### src/dpc_pkg.sv
// ----------------------------------------------------------------------------
// dpc_pkg
// Shared types, codes and constants of the dictionary packed column engine.
// ----------------------------------------------------------------------------
package dpc_pkg;

   localparam int STORE_WORDS_DEFAULT   = 64;
   localparam int MAX_CODE_BITS_DEFAULT = 12;
   localparam logic [12:0] COUNT_CAP    = 13'd4096;

   // request actions
   localparam logic [2:0] ACT_LOAD = 3'd0;
   localparam logic [2:0] ACT_GET  = 3'd1;
   localparam logic [2:0] ACT_SET  = 3'd2;
   localparam logic [2:0] ACT_SUM  = 3'd3;
   localparam logic [2:0] ACT_FIND = 3'd4;

   // find conditions
   localparam logic [1:0] COND_EQ = 2'd0;
   localparam logic [1:0] COND_NE = 2'd1;
   localparam logic [1:0] COND_LT = 2'd2;
   localparam logic [1:0] COND_GT = 2'd3;

   // configuration register indexes
   localparam logic [2:0] REG_VALUE_WIDTH = 3'd0;
   localparam logic [2:0] REG_INDEX_WIDTH = 3'd1;
   localparam logic [2:0] REG_VALUE_COUNT = 3'd2;
   localparam logic [2:0] REG_INDEX_COUNT = 3'd3;
   localparam logic [2:0] REG_LOWER_BOUND = 3'd4;
   localparam logic [2:0] REG_UPPER_BOUND = 3'd5;

   typedef enum logic [1:0] {
      KIND_ACK   = 2'd0,
      KIND_VALUE = 2'd1,
      KIND_MATCH = 2'd2,
      KIND_DONE  = 2'd3
   } kind_type;

   // scan modes of a find
   typedef enum logic [2:0] {
      MODE_NONE,
      MODE_ALL,
      MODE_EQ,
      MODE_NE,
      MODE_LT,
      MODE_GE,
      MODE_SEARCH
   } mode_type;

   // datapath commands
   typedef enum logic [4:0] {
      OP_NONE,
      OP_CAPTURE,
      OP_LOAD,
      OP_ADDR_CODE,
      OP_ADDR_VAL,
      OP_ADDR_DICT,
      OP_RD0,
      OP_RD1,
      OP_EXT_CODE,
      OP_EXT_VAL,
      OP_MERGE,
      OP_WR0,
      OP_WR1,
      OP_ACCUM,
      OP_SKIP,
      OP_CLASSIFY,
      OP_DICT_NEXT,
      OP_BOUND,
      OP_EMIT_ACK,
      OP_EMIT_VALUE,
      OP_EMIT_SUM,
      OP_EMIT_NF,
      OP_EMIT_MATCH,
      OP_EMIT_DONE
   } op_type;

   typedef struct packed {
      logic [2:0] action;
      logic       pos_lt_ic;
      logic       load_ok;
      logic       i_done;
      logic       n_full;
      mode_type   mode;
      logic       dict_end;
      logic       dict_hit;
      logic       code_hit;
      logic       out_free;
   } status_type;

endpackage

### src/dpc_ctrl.sv
// ----------------------------------------------------------------------------
// dpc_ctrl
// Sequencer: steps each request through field reads, writes, scans and
// result emission by issuing one datapath command a cycle, waiting in an emit step while the output is stalled.
// ----------------------------------------------------------------------------
module dpc_ctrl (
   input  logic                clock,
   input  logic                reset,
   input  logic                req_valid,
   output logic                req_stall,
   input  dpc_pkg::status_type status,
   output dpc_pkg::op_type     op
);
   import dpc_pkg::*;

   typedef enum logic [4:0] {
      S_IDLE, S_DISPATCH, S_LOAD, S_ADDR_CODE, S_ADDR_VAL, S_RD0, S_RD1, S_EXT,
      S_WR0, S_WR1, S_SUM_CHECK, S_ACCUM, S_CLASSIFY, S_CLASS_BR, S_DS_CHECK,
      S_DS_ADDR, S_DS_CMP, S_BOUND, S_SC_CHECK, S_SC_TEST, S_EMIT_ACK,
      S_EMIT_VALUE, S_EMIT_SUM, S_EMIT_NF, S_EMIT_MATCH, S_EMIT_DONE
   } state_type;

   typedef enum logic [1:0] {
      PH_CODE, PH_VAL, PH_SET
   } phase_type;

   state_type state_ff, state_in;
   phase_type phase_ff, phase_in;

   assign req_stall = state_ff != S_IDLE;

   // next state and command
   always_comb begin
      state_in = state_ff;
      phase_in = phase_ff;
      op       = OP_NONE;
      case (state_ff)
         S_IDLE: begin
            if (req_valid) begin
               op       = OP_CAPTURE;
               state_in = S_DISPATCH;
            end
         end
         S_DISPATCH: begin
            case (status.action)
               ACT_LOAD: state_in = status.load_ok ? S_LOAD : S_EMIT_NF;
               ACT_GET, ACT_SET: state_in = status.pos_lt_ic ? S_ADDR_CODE : S_EMIT_NF;
               ACT_SUM:  state_in = S_SUM_CHECK;
               ACT_FIND: state_in = status.i_done ? S_EMIT_DONE : S_CLASSIFY;
               default:  state_in = S_EMIT_NF;
            endcase
         end
         S_LOAD: begin
            op       = OP_LOAD;
            state_in = S_EMIT_ACK;
         end
         S_ADDR_CODE: begin
            op       = OP_ADDR_CODE;
            phase_in = PH_CODE;
            state_in = S_RD0;
         end
         S_ADDR_VAL: begin
            op       = OP_ADDR_VAL;
            state_in = S_RD0;
         end
         S_RD0: begin
            op       = OP_RD0;
            state_in = S_RD1;
         end
         S_RD1: begin
            op       = OP_RD1;
            state_in = S_EXT;
         end
         S_EXT: begin
            case (phase_ff)
               PH_CODE: begin
                  op = OP_EXT_CODE;
                  if (status.action == ACT_FIND) begin
                     state_in = S_SC_TEST;
                  end else begin
                     phase_in = (status.action == ACT_SET) ? PH_SET : PH_VAL;
                     state_in = S_ADDR_VAL;
                  end
               end
               PH_VAL: begin
                  op = OP_EXT_VAL;
                  if (status.action == ACT_GET) begin
                     state_in = S_EMIT_VALUE;
                  end else if (status.action == ACT_SUM) begin
                     state_in = S_ACCUM;
                  end else begin
                     state_in = S_DS_CMP;
                  end
               end
               default: begin
                  op       = OP_MERGE;
                  state_in = S_WR0;
               end
            endcase
         end
         S_WR0: begin
            op       = OP_WR0;
            state_in = S_WR1;
         end
         S_WR1: begin
            op       = OP_WR1;
            state_in = S_EMIT_ACK;
         end
         S_SUM_CHECK: state_in = status.i_done ? S_EMIT_SUM : S_ADDR_CODE;
         S_ACCUM: begin
            op       = OP_ACCUM;
            state_in = S_SUM_CHECK;
         end
         S_CLASSIFY: begin
            op       = OP_CLASSIFY;
            state_in = S_CLASS_BR;
         end
         S_CLASS_BR: state_in = (status.mode == MODE_SEARCH) ? S_DS_CHECK : S_SC_CHECK;
         S_DS_CHECK: state_in = status.dict_end ? S_BOUND : S_DS_ADDR;
         S_DS_ADDR: begin
            op       = OP_ADDR_DICT;
            phase_in = PH_VAL;
            state_in = S_RD0;
         end
         S_DS_CMP: begin
            if (status.dict_hit) begin
               state_in = S_BOUND;
            end else begin
               op       = OP_DICT_NEXT;
               state_in = S_DS_CHECK;
            end
         end
         S_BOUND: begin
            op       = OP_BOUND;
            state_in = S_SC_CHECK;
         end
         S_SC_CHECK: begin
            if (status.i_done || status.n_full || status.mode == MODE_NONE) begin
               state_in = S_EMIT_DONE;
            end else if (status.mode == MODE_ALL) begin
               state_in = S_EMIT_MATCH;
            end else begin
               state_in = S_ADDR_CODE;
            end
         end
         S_SC_TEST: begin
            if (status.code_hit) begin
               state_in = S_EMIT_MATCH;
            end else begin
               op       = OP_SKIP;
               state_in = S_SC_CHECK;
            end
         end
         S_EMIT_MATCH: begin
            if (status.out_free) begin
               op       = OP_EMIT_MATCH;
               state_in = S_SC_CHECK;
            end
         end
         S_EMIT_ACK, S_EMIT_VALUE, S_EMIT_SUM, S_EMIT_NF, S_EMIT_DONE: begin
            if (status.out_free) begin
               case (state_ff)
                  S_EMIT_ACK:   op = OP_EMIT_ACK;
                  S_EMIT_VALUE: op = OP_EMIT_VALUE;
                  S_EMIT_SUM:   op = OP_EMIT_SUM;
                  S_EMIT_NF:    op = OP_EMIT_NF;
                  default:      op = OP_EMIT_DONE;
               endcase
               state_in = S_IDLE;
            end
         end
         default: state_in = S_IDLE;
      endcase
   end

   // hold state
   always_ff @(posedge clock) begin
      if (reset) begin
         state_ff <= S_IDLE;
         phase_ff <= PH_CODE;
      end else begin
         state_ff <= state_in;
         phase_ff <= phase_in;
      end
   end

endmodule
### config.mk
export PLATFORM = sky130hd
export DESIGN_NAME = dpc_ctrl
export DESIGN_NICKNAME = d
export VERILOG_FILES = /design/src/dpc_pkg.sv /design/src/dpc_ctrl.sv
export SDC_FILE = /design/constraint.sdc
export NUM_CORES = 1
export LEC_CHECK = 0
export ABC_CLOCK_PERIOD_IN_PS = 1700
export BUFFER_PORTS_ARGS = -buffer_cell sky130_fd_sc_hd__buf_2
export CORE_MARGIN = 4
export CORE_UTILIZATION = 45
export CTS_CLUSTER_DIAMETER = 40
export DETAILED_ROUTE_END_ITERATION = 8
export PLACE_DENSITY = 0.66
export RECOVER_POWER = 25
export SYNTH_ARGS = -nofsm -noshare
export SYNTH_HDL_FRONTEND = slang
export SYNTH_SLANG_ARGS = --single-unit
### constraint.sdc
create_clock -name clock -period 1.7 [get_ports clock]
set_input_delay 0.085 -clock clock [delete_from_list [all_inputs] [get_ports clock]]
set_output_delay 0.085 -clock clock [all_outputs]
set_load 0.05 [all_outputs]
==> results of run 1 <==
[worst max path at each step]
stage,startpoint,end,slack [ps],depth (start not counted)
finish,state_ff[2],op[1],-70,7
global route,state_ff[2],op[2],-140,7
CTS,state_ff[2],op[2],-80,7
detailed placement,state_ff[1],state_ff[2],-120,6
global placement,state_ff[1],state_ff[2],-60,6
floorplan,state_ff[0],op[1],-60,7
[layout make-up]
type / instances / share of cell area [%]
Multi-Input combinational cell: 157 / 58.66
Sequential cell: 7 / 8.003
Timing Repair Buffer: 73 / 28.36
Clock buffer: 4 / 1.323
Tap cell: 31 / 1.953
Inverter: 8 / 1.701
[power groups by stage]
stage | clock network [W] | registers, W | logic [W]
2_1_floorplan | 0 | 0.000226 | 0.00147
3_3_place_gp | 0 | 0.000322 | 0.00208
3_5_place_dp | 0 | 0.000324 | 0.00210
4_1_cts | 0.000161 | 0.000341 | 0.00233
5_1_grt | 0.000171 | 0.000348 | 0.00276
6_report | 0.000155 | 0.000338 | 0.00261
[cells by family (layout without fill, tap and decap cells)]
kind of cell    Yosys count  in the layout
flops                     7              7
compound gates           69             69
mux                       4              4
xor+xnor                  2              2
buf+inv                  27             85
simple gates             82             82
[sequential cells by signal, indices dropped and copies added (netlist names)]
name and flops:
phase_ff 2, state_ff 5
[critical path: cells and delay by family, from the launching register on]
family / cells / cell delay, ps
AOI/OAI and AO/OA: 3 / 470
DFF: 1 / 350
and+or+nand+nor: 2 / 270
buffers and inverters: 2 / 350
[timing repair]
item / 4_1_cts / 5_1_grt
gates resized for setup: 25 / 19
cloned: 0 / 1
setup endpoints to repair: 8 / 12
pin swaps: 4 / 11
buffers inserted: 6 / 3
[cells in the final DEF, fill, tap and decap left out, types with 4 or more instances in the layout]
master    count
a21oi_1      15
buf_2        17
buf_4        48
buf_6         4
clkbuf_4      4
dfxtp_4       5
inv_1         6
nand2_1      15
nand2b_1      4
nand3_1       5
nor2_1       14
nor2b_1       8
o21ai_0       8
o21ai_1       4
[layer usage]
metal / vias to the layer above / share of wire, % / track usage, %
met3: 22 / 7.4 / 2.893
li1: 835 / - / -
met4: 0 / 3.9 / 11.82
met5: - / 0 / 0
met2: 89 / 47 / 44.39
met1: 829 / 42 / 35.88
[through the flow]
step,cells,TNS [ps],hold WS (ps)
finish,280,-224.9,123.2
global route,280,-711.9,129.0
CTS,276,-176.3,122.4
floorplan,191,-61.32,286.9
detailed placement,266,-144.1,388.8
global placement,266,-64.97,371.1
==> reports/summary.txt, run 1 <==
status = complete, but fails checks
failing checks = negative setup slack
WP data required = 1620 ps
Post-Route Utilization = 72.01%
Leak = 0.8241 nW
Post-Syn Area = 1302 sq um
register area = 158.9 sq um
vias in the first global route = 1660
placed inst area = 1682 sq um
Post-Syn Area per Cell = 6.819 sq um
Crit-path slowest cell = dfxtp_4
Fill cells = 209
Crit Path Max Fanout = 7
share of cells above drive strength 1 = 46.18%
final setup margin = -68.85 ps
CTS tree = done
share of flip-flops with an asynchronous set or reset = 0%
clock latency on the worst-skew pair = 250 ps
dpl ws = -121.5 ps
Ys Warns = 0
Startpoint Class = flop
reg2reg end = state_ff[2]
fmax = 565.3 MHz
Worst-Margin Slew = 514.6 ps
total number of vias = 1775
Distinct cells, synth = 64
clock share of power = 5.0%
Total Die Area = 3819 sq um
Reg-to-Reg Start = state_ff[1]
Synth Area in Adders = 0%
setup slack, reg-to-reg = -40 ps
simple-gate share of the synthesized area = 36.79%
Critical Path, Cell by Cell = buf_12 > nand2b_4 > o32a_1 > nor2_2 > a31oi_2 > o211ai_1 > buf_4
largest net degree at the start of global routing = 14
wire length of the first global-routing pass = 7803 microns
Reg2Reg Depth = 8
Antenna diodes = 0
EDFF count, synth = 0
max incr delay on CP = 350 ps
I/O Pins = 23
largest family of logic cells by synthesized area = compound AO/OA/AOI/OAI gates
Setup CP Type = flop to primary output
Overall Power = 0.003104 W
DR iter-0 viols = 165
combinational power share = 84.1%
Final Hold Fails = 0
Synth Area in Compound Gates = 37.37%
Reg clk slew, reported paths = 50 ps
Switching Fraction = 50.24%
Antenna Nets Post-Route = 0
Tmin final = 1769 ps
Die X = 61.80 microns
DP HPWL = 3683 microns
Clock Skews = 10.38 ps
Pint = 0.001545 W
multi-input logic area = 1165 sq um
Vias/cell = 6.339
Critical Path End Type = primary output
Cells after Synth = 191
area leader, netlist = dfxtp_1
RSZ-0062 raised after global routing = true
Final Instance Area = 1986 sq um
syn nets = 208
Yosys reg bits = 7
Worst Path Arrival = 1680 ps
Max-slew headroom = 65.21%
Hold Crit Class = primary input to flop
mux contribution to synthesized area = 3.074%
Max Root-Sink Buffers = 2
Hold EP = state_ff[2]
final max-slew violation count = 0
Sink Count = 7
final setup fails = 6
initial antenna violation count = 0
# DRC = 0
Synth Flop Type = dfxtp_1
Congestion Overflow GR = 0
first drt pass iteration count = 5
I/O Buffers = 22
aggregate global-route resource usage = 27.12%
period utilization = 104.0%
Synth top area share = 10.76%
commonest cells in the synthesized netlist = a21oi_1, nand2_1, nor2_1, o21ai_0, buf_2
share of total power in sequential cells = 10.9%
H-tree levels = 1
post-synthesis sequential area ratio = 10.76%
maximum vdd ir drop = 1.283 mV
row count = 19
P_sw = 0.001560 W
final WL = 5179 microns
core box area = 2758 sq um
Final Wtd Congestion = 0.9812
drt wl/cell = 18.50 microns
Starting Density = 47.23%
CTS Buf Count = 3
CTS root buf = clkbuf_4
xor/xnor cell area share of the yosys netlist = 1.345%
Hold Path Stages = 2
largest cells by area after synthesis = dfxtp_1, a21oi_1, nand2_1
hold wc startpoint = reset
Area growth, synth to finish = 52.45%
nets = 267
Power Dens Cells = 1563 nW/um^2
Die H = 61.80 microns
Max-Cap Viols = 0
cts-stage hold buffer count = 0
Note: power is estimated with default switching activity, not from simulation.
==> run 2: changes to the inputs <==
--- a/config.mk
+++ b/config.mk
@@ -5,13 +5,13 @@
 export SDC_FILE = /design/constraint.sdc
 export NUM_CORES = 1
 export LEC_CHECK = 0
-export ABC_CLOCK_PERIOD_IN_PS = 1700
+export ABC_CLOCK_PERIOD_IN_PS = 1500
 export BUFFER_PORTS_ARGS = -buffer_cell sky130_fd_sc_hd__buf_2
 export CORE_MARGIN = 4
 export CORE_UTILIZATION = 45
 export CTS_CLUSTER_DIAMETER = 40
 export DETAILED_ROUTE_END_ITERATION = 8
-export PLACE_DENSITY = 0.66
+export PLACE_DENSITY = 0.69
 export RECOVER_POWER = 25
 export SYNTH_ARGS = -nofsm -noshare
 export SYNTH_HDL_FRONTEND = slang
==> constraint.sdc (replaced) <==
create_clock -name clock -period 1.5 [get_ports clock]
set_input_delay 0.075 -clock clock [delete_from_list [all_inputs] [get_ports clock]]
set_output_delay 0.075 -clock clock [all_outputs]
set_load 0.05 [all_outputs]
==> run 2 against run 1 <==
The flow still finishes with violations (negative setup slack). Routed wire length rose by 41%. Critical path depth unchanged. Register-to-register slack worse by 150 ps. Worst setup slack worse by 350 ps. Critical path type unchanged. Largest cell class unchanged. Largest power group unchanged. Highest routed layer unchanged.
==> reports/summary.txt, run 2 (synthesis gave the netlist of run 1 again) <==
fmax = 522.1 MHz
Die X = 61.80 microns (unchanged)
largest reg by FF count = state_ff (unchanged)
hold slack final = 128.8 ps (was 123.2 ps)
drt wl/cell = 23.34 microns (was 18.50 microns)
multi-input logic area = 1365 sq um (was 1165 sq um)
final max-slew violation count = 0 (unchanged)
Starting Density = 47.23% (unchanged)
period utilization = 127.7%
status = complete, but fails checks (unchanged)
final setup margin = -415.2 ps (was -68.85 ps)
Hold Crit Class = primary input to flop (unchanged)
total number of vias = 2163 (was 1775)
Crit Path Max Fanout = 5 (was 7)
largest net degree at the start of global routing = 13 (was 14)
I/O Buffers = 22 (unchanged)
Critical Path End Type = primary output (unchanged)
Max-Cap Viols = 0 (unchanged)
initial antenna violation count = 0 (unchanged)
Final Wtd Congestion = 1.031 (was 0.9812)
share of cells above drive strength 1 = 61.92% (was 46.18%)
CTS Buf Count = 3 (unchanged)
final setup fails = 12 (was 6)
Power Dens Cells = 1845 nW/um^2 (was 1563 nW/um^2)
Fill cells = 108 (was 209)
most common cell after layout, fill and taps aside = buf_4 (unchanged)
Sink Count = 7 (unchanged)
clock latency on the worst-skew pair = 260 ps (was 250 ps)
max incr delay on CP = 370 ps (was 350 ps)
aggregate global-route resource usage = 30.46% (was 27.12%)
Congestion Overflow GR = 0 (unchanged)
I/O Pins = 23 (unchanged)
Vias/cell = 6.933 (was 6.339)
Setup CP Type = flop to primary output (unchanged)
Startpoint Class = flop (unchanged)
Clock Skews = 10.37 ps (was 10.38 ps)
final WL = 7283 microns (was 5179 microns)
Critical Path, Cell by Cell = buf_6 > xnor2_2 > o32a_1 > nor2_2 > a31oi_1 > o211ai_1 > buf_4 (was buf_12 > nand2b_4 > o32a_1 > nor2_2 > a31oi_2 > o211ai_1 > buf_4)
Antenna Nets Post-Route = 0 (unchanged)
WP data required = 1420 ps (was 1620 ps)
Max-slew headroom = 66.64% (was 65.21%)
RSZ-0062 raised after global routing = true (unchanged)
row count = 19 (unchanged)
Max Root-Sink Buffers = 2 (unchanged)
Final Hold Fails = 0 (unchanged)
most frequent cells in the layout = buf_4, buf_2, nand2_1, buf_6, nor2_1 (was buf_4, buf_2, a21oi_1, nand2_1, nor2_1)
nets = 299 (was 267)
CTS tree = done (unchanged)
DP HPWL = 3883 microns (was 3683 microns)
max reg flops = 5 (unchanged)
Antenna diodes = 0 (unchanged)
Largest regs = state_ff x5, phase_ff x2 (unchanged)
Area growth, synth to finish = 89.82% (was 52.45%)
first drt pass iteration count = 5 (unchanged)
core box area = 2758 sq um (unchanged)
Die H = 61.80 microns (unchanged)
H-tree levels = 1 (unchanged)
Tmin final = 1915 ps
Crit-path slowest cell = dfxtp_4 (unchanged)
setup tns final = -2225 ps (was -224.9 ps)
Leak = 1.081 nW (was 0.8241 nW)
Worst Path Arrival = 1840 ps (was 1680 ps)
Worst-Margin Slew = 495.1 ps (was 514.6 ps)
Total Die Area = 3819 sq um (unchanged)
Reg clk slew, reported paths = 70 ps (was 50 ps)
wire length of the first global-routing pass = 8652 microns (was 7803 microns)
vias in the first global route = 1843 (was 1660)
maximum vdd ir drop = 2.159 mV (was 1.283 mV)
# DRC = 0 (unchanged)
CTS root buf = clkbuf_4 (unchanged)
DR iter-0 viols = 349 (was 165)
failing checks = negative setup slack (unchanged)
register area = 158.9 sq um (unchanged)
==> run 2: cell count changes in the layout (fill, tap and decap cells not counted), moves of 4 or more <==
cell	change
buf_8	+5
a21oi_2	+4
buf_4	+21
buf_6	+10
a21oi_1	-5
==> run 2: through the flow <==
stage	power, W	cell area (sq um)	cells	utilization (%)	worst slack [ps]
5_1_grt	0.004775	2472	312	89.66	-529.7
6_report	0.004562	2472	312	89.66	-415.2
4_1_cts	0.003696	2176	301	78.90	-253.5
2_1_floorplan	0.001972	1359	191	-	-251.3
3_3_place_gp	0.002929	1882	292	68.24	-222.2
3_5_place_dp	0.002978	1882	292	68.24	-216.4
==> run 2: final timing paths <==
check / startpoint / to / slack, ps / depth (start not counted)
setup reg to reg: state_ff[2] / state_ff[2] / -190 / 7
hold reg to reg: state_ff[0] / state_ff[0] / 720 / 2
hold / removal: reset / phase_ff[0] / 130 / 2
setup / recovery: state_ff[1] / op[1] / -420 / 7
==> run 2: repair_timing <==
item / CTS / global route
hold buffers: 0 / 0
gates resized for setup: 62 / 47
buffers inserted: 5 / 13
pin swaps: 12 / 21
endpoints found under the setup margin: 13 / 13
gates cloned: 0 / 0
==> run 2: worst max-delay path: cells and delay by family (launching register included) <==
family | cells | cell delay, ps
AOI/OAI and AO/OA | 3 | 650
xor gates and xnor gates | 1 | 160
buffers and inverters | 2 | 350
DFF | 1 | 370
and+or+nand+nor | 1 | 60
==> run 2: where the power goes <==
| group | switching [W] | internal, W | total, W |
|---|---|---|---|
| registers | 0.000110 | 0.000260 | 0.000370 |
| logic | 0.00210 | 0.00191 | 0.00401 |
| clock network | 0.0000817 | 0.000102 | 0.000184 |
| total | 0.00229 | 0.00227 | 0.00456 |
==> run 2: area by class of cell <==
class	count	area share, %
multi-input cells	157	55.21
repair buffers	105	34.41
flip-flops and latches	7	6.427
well taps	31	1.569
inverters	8	1.316
clock buffers	4	1.063
==> run 2: metal layers <==
metal / global-route usage [%] / routed length, microns / vias up / part of all wire, %
li1: - / - / 907 / -
met1: 37.73 / 2627 / 965 / 36
met2: 53.51 / 3301 / 226 / 45
met3: 3.719 / 821 / 65 / 11
met4: 11.52 / 533 / 0 / 7.3
met5: 0 / 0 / - / 0
